$ cat config.mk
export PLATFORM = sky130hd
export DESIGN_NAME = phsq_mul
export DESIGN_NICKNAME = d
export VERILOG_FILES = /design/src/rtl/core/phsq_pkg.sv /design/src/rtl/core/phsq_mul.sv
export SDC_FILE = /design/constraint.sdc
export NUM_CORES = 2
export LEC_CHECK = 0
export BUFFER_PORTS_ARGS = -buffer_cell sky130_fd_sc_hd__buf_2
export CAP_MARGIN = 15
export CORE_ASPECT_RATIO = 1.2
export CORE_UTILIZATION = 35
export DETAILED_ROUTE_END_ITERATION = 7
export GPL_TIMING_DRIVEN = 0
export SKIP_CTS_REPAIR_TIMING = 1
export SYNTH_ARGS = -nofsm -noshare
export SYNTH_HDL_FRONTEND = slang
export SYNTH_SLANG_ARGS = --single-unit
$ cat constraint.sdc
create_clock -name clk_i -period 9.9 [get_ports clk_i]
set_input_delay 0.99 -clock clk_i [delete_from_list [all_inputs] [get_ports clk_i]]
set_output_delay 0.99 -clock clk_i [all_outputs]
set_load 0.005 [all_outputs]
$ cat src/rtl/core/phsq_pkg.sv
// Package for the prefix hash substring query block.
// Request codes, status codes, field widths and store size; no dependencies.
`default_nettype none
package phsq_pkg;
  localparam int unsigned MAX_LEN = 1024;
  localparam int unsigned POS_W = 11;
  localparam int unsigned END_W = 10;
  localparam int unsigned HASH_W = 64;
  localparam int unsigned BASE_W = 16;
  localparam int unsigned CHAR_W = 8;
  localparam int unsigned REQ_W = 3;
  localparam int unsigned STAT_W = 2;
  localparam int unsigned ADDR_W = $clog2(MAX_LEN + 1);

  localparam logic [BASE_W-1:0] BASE_RESET = 16'd131;

  localparam logic [REQ_W-1:0] REQ_CLEAR  = 3'd0;
  localparam logic [REQ_W-1:0] REQ_APPEND = 3'd1;
  localparam logic [REQ_W-1:0] REQ_HASH   = 3'd2;
  localparam logic [REQ_W-1:0] REQ_LCP    = 3'd3;
  localparam logic [REQ_W-1:0] REQ_CMP    = 3'd4;

  localparam logic [STAT_W-1:0] ST_OK    = 2'd0;
  localparam logic [STAT_W-1:0] ST_RANGE = 2'd1;
  localparam logic [STAT_W-1:0] ST_FULL  = 2'd2;

  typedef struct packed {
    logic start;
    logic [HASH_W-1:0] a;
    logic [HASH_W-1:0] b;
  } mul_req_t;
endpackage
`default_nettype wire

$ cat src/rtl/core/phsq_mul.sv
// Iterative 64x64 multiplier keeping the low 64 bits, one 32x32 product a cycle.
// Depends on phsq_pkg.
`default_nettype none
module phsq_mul (
  input  logic clk_i,
  input  logic rst_ni,
  input  phsq_pkg::mul_req_t req_i,
  output logic done_o,
  output logic [phsq_pkg::HASH_W-1:0] prod_o
);
  import phsq_pkg::*;

  logic [HASH_W-1:0] a_q, b_q, m_q, acc_q;
  logic [1:0] step_q;
  logic busy_q, done_q;
  logic [31:0] x, y;
  logic [HASH_W-1:0] pp;

  // low x low, then the two cross terms that land in the upper half
  always_comb begin
    case (step_q)
      2'd0: begin x = a_q[31:0]; y = b_q[31:0]; end
      2'd1: begin x = a_q[31:0]; y = b_q[63:32]; end
      2'd2: begin x = a_q[63:32]; y = b_q[31:0]; end
      default: begin x = a_q[31:0]; y = b_q[31:0]; end
    endcase
  end

  assign pp = HASH_W'(x) * HASH_W'(y);

  always_ff @(posedge clk_i or negedge rst_ni) begin
    if (!rst_ni) begin
      busy_q <= 1'b0;
      done_q <= 1'b0;
      step_q <= 2'd0;
    end else begin
      done_q <= !req_i.start && busy_q && (step_q == 2'd3);
      if (req_i.start) begin
        busy_q <= 1'b1;
        step_q <= 2'd0;
      end else if (busy_q) begin
        step_q <= step_q + 2'd1;
        if (step_q == 2'd3) begin
          busy_q <= 1'b0;
        end
      end
    end
  end

  always_ff @(posedge clk_i) begin
    if (req_i.start) begin
      a_q <= req_i.a;
      b_q <= req_i.b;
    end else if (busy_q) begin
      m_q <= pp;
      if (step_q == 2'd1) begin
        acc_q <= m_q;
      end else if (step_q != 2'd0) begin
        acc_q <= acc_q + {m_q[31:0], 32'd0};
      end
    end
  end

  assign done_o = done_q;
  assign prod_o = acc_q;
endmodule
`default_nettype wire

==> metrics.csv <==
stage,metric,value,unit
status,status,finished with violations,
status,violations,setup timing,
clocking,clk_pin_slew_worst_paths,60,ps
critical_path,crit_path_end_kind,register,
timing,skew,58.16,ps
place,io_buffers,195,
timing,hold_viol,0,
timing,period_share,1.001,
yosys,avgSynthCellArea,9.726,um^2
timing,setup_viol,1,
timing,tightest_slew,1286,ps
grt,grt_pass1_vias,34590,
drt,drtPass1Iterations,6,
floorplan,die_h,387.1,um
clocking,cts_made_buffers,29,
layout,final_nets,6028,
layout,final_common_cell,inv_1,
yosys,async_flop_share,0.01538,
clocking,cts_tree,built,
clocking,clock-sinks,260,
yosys,synth_edf_count,256,
clocking,clk_latency,650,ps
grt,antenna_found_initial,1,
place,dp_hpwl,139700,um
critical_path,crit_top_cell,fa_1,
grt,met1_usage,0.3161,
grt,grt_pass1_wl,238700,um
yosys,synth.distinct_cells,63,
floorplan,io_pins,196,
critical_path,start_kind,register,
layout,final_cell_mix,"inv_1 (912), fa_1 (897), nor2_1 (625)",
timing,fin_tns_setup,-13.15,ps
timing,fmax,100.9,MHz
yosys,syn_nets,5772,
clocking,cts.path.max_buffers,3,
place,dp_cells,6309,
drt,wire_per_inst,26.28,um
yosys,synth-seq-area-share,0.1801,
timing,post-route-min-period,9913,ps
drt,drc,0,
place,place_area,46790,um^2
grt,met2_usage,0.4401,
drt,detail-route-antenna-nets,0,
timing,setup_slack,-13.15,ps
layout,layoutNonFillerInstCount,6359,
floorplan,rows,140,
floorplan,core,121900,um^2
critical_path,slowest_stage,fa_1,
layout,syn2layout_area_growth,11.69,%
yosys,yosysWarnings,0,
clocking,clock-root-buffer,clkbuf_16,
critical_path,crit_type,register to register,
layout,drive_gt1_frac,0.1128,
flow_run,cap_violations,0,
grt,grt_max_degree,91,
drt,wl,167100,um
floorplan,dieWidth,322.9,um
hold_path,min_path_type,input pin to asynchronous set/reset pin,
timing,finalMaxSlewViolations,0,
layout,final_area,48300,um^2
grt,grt_use_total,0.2700,
critical_path,crit_arrival,10270,ps
drt,vias_per_cell,5.186,
floorplan,dieArea,125000,um^2
yosys,synth_area,43240,um^2
critical_path,worstPathRequired,10250,ps
place,gp_congestion,1.034,
drt,drt_iter0_markers,2763,
grt,overflow,0,
yosys,ys.flop_type,edfxtp_1,
grt,grt_util_met3,0.05286,
yosys,ys_ff_latch,260,
clocking,htree_levels,1,
timing,slew-limit-headroom,0.1428,
yosys,synthCells,4446,
critical_path,worstPathMaxFanout,10,
floorplan,start_util,0.3547,
drt,vias,32980,
critical_path,slowest_delay,640,ps
grt,top_usage_layer,met2,
==> cells by family after synthesis <==
family	Yosys count	synth area share
xor gates and xnor gates	92	0.01863
AOI/OAI and AO/OA	336	0.04838
muxes	132	0.03249
adders and majority gates	1195	0.5015
buffers and inverters	1118	0.09774
and+or+nand+nor	1313	0.1212
DFF	260	0.1801
==> Yosys cell counts, types with 3 or more instances <==
cell | number | area [um^2]
inv_1 | 912 | 3423
fa_1 | 897 | 17960
nor2_1 | 625 | 2346
nand2_1 | 557 | 2091
ha_1 | 298 | 3729
edfxtp_1 | 256 | 7687
clkbuf_1 | 172 | 645.6
a21oi_1 | 109 | 545.5
mux2_2 | 67 | 754.5
mux2i_1 | 65 | 650.6
xnor2_1 | 57 | 499.2
o21ai_0 | 55 | 275.3
o21ai_1 | 40 | 200.2
and2_1 | 39 | 244.0
a21o_1 | 37 | 277.8
xor2_1 | 35 | 306.5
nand4_1 | 27 | 168.9
o21bai_1 | 22 | 165.2
buf_1 | 17 | 63.81
nand3_1 | 16 | 80.08
a211oi_1 | 13 | 97.59
nor3_1 | 13 | 65.06
buf_2 | 12 | 60.06
a31oi_1 | 9 | 56.30
and3_1 | 7 | 43.79
nor2b_1 | 7 | 43.79
o211ai_1 | 7 | 52.55
o21a_1 | 7 | 52.55
o31ai_1 | 6 | 45.04
buf_4 | 4 | 30.03
dfrtp_1 | 4 | 100.1
nand3b_1 | 4 | 30.03
nor3b_1 | 4 | 30.03
o221ai_1 | 4 | 35.03
nand2b_1 | 3 | 18.77
==> flip-flops by register name, indices dropped and copies added, names as in the netlist <==
register  cells
step_q        2
a_q          64
busy_q        1
done_o        1
m_q          64
b_q          64
prod_o       64
==> per-layer routing <==
metal  routed length [um]  up-vias
li1                     -    14040
met1                59200    16760
met2                77440     1696
met3                15050      480
met4                15410        2
met5                   13        -
==> metrics by stage <==
stage | util | hold slack [ps] | setup WS (ps)
after floorplan | - | 498.4 | 1046
after global placement | 0.3795 | 509.4 | -2636
after detailed placement | 0.3838 | 519.9 | -2007
after CTS | 0.3913 | 152.9 | -2074
after global routing | 0.3962 | 167.8 | -19.78
final | 0.3962 | 183.8 | -13.15
==> layout make-up <==
type | instances | area (um^2)
antenna | 1 | 2.502
clock inverter | 25 | 193.9
timing repair buffer | 234 | 1488
tap | 1633 | 2043
multi-input combinational | 3068 | 31620
fill | 12170 | 73620
clock buffer | 29 | 725.7
buffer | 196 | 1010
inverter | 913 | 3427
sequential | 260 | 7787
==> critical path: cells and delay by family, from the launching register on <==
kind | cells | cell delay (ps)
adders and majority gates | 10 | 4810
AOI/OAI and AO/OA | 6 | 1180
DFF | 1 | 450
xor gates and xnor gates | 1 | 140
and+or+nand+nor | 3 | 850
buffers and inverters | 9 | 1700
muxes | 1 | 450
==> path summary, 6_finish.rpt <==
kind                                         endpoint                   from  slack [ps]  cells past startpoint
worst min-delay path            step_q[1]$_DFFE_PN0P_                 rst_ni         180                      1
max in group asynchronous            busy_q$_DFF_PN0_                 rst_ni        9590                      1
worst min register to register   prod_o[52]$_DFFE_PP_      m_q[52]$_DFFE_PP_         520                      2
worst max-delay path                m_q[62]$_DFFE_PP_  step_q[0]$_DFFE_PN0P_         -10                     30
min in group clk_i                  b_q[36]$_DFFE_PP_              req_i[36]         510                      1
worst max register to register      m_q[62]$_DFFE_PP_  step_q[0]$_DFFE_PN0P_         -10                     30
Power is not shown: default switching activity piles up to over one toggle a cycle in this logic, so the estimate is an artifact.
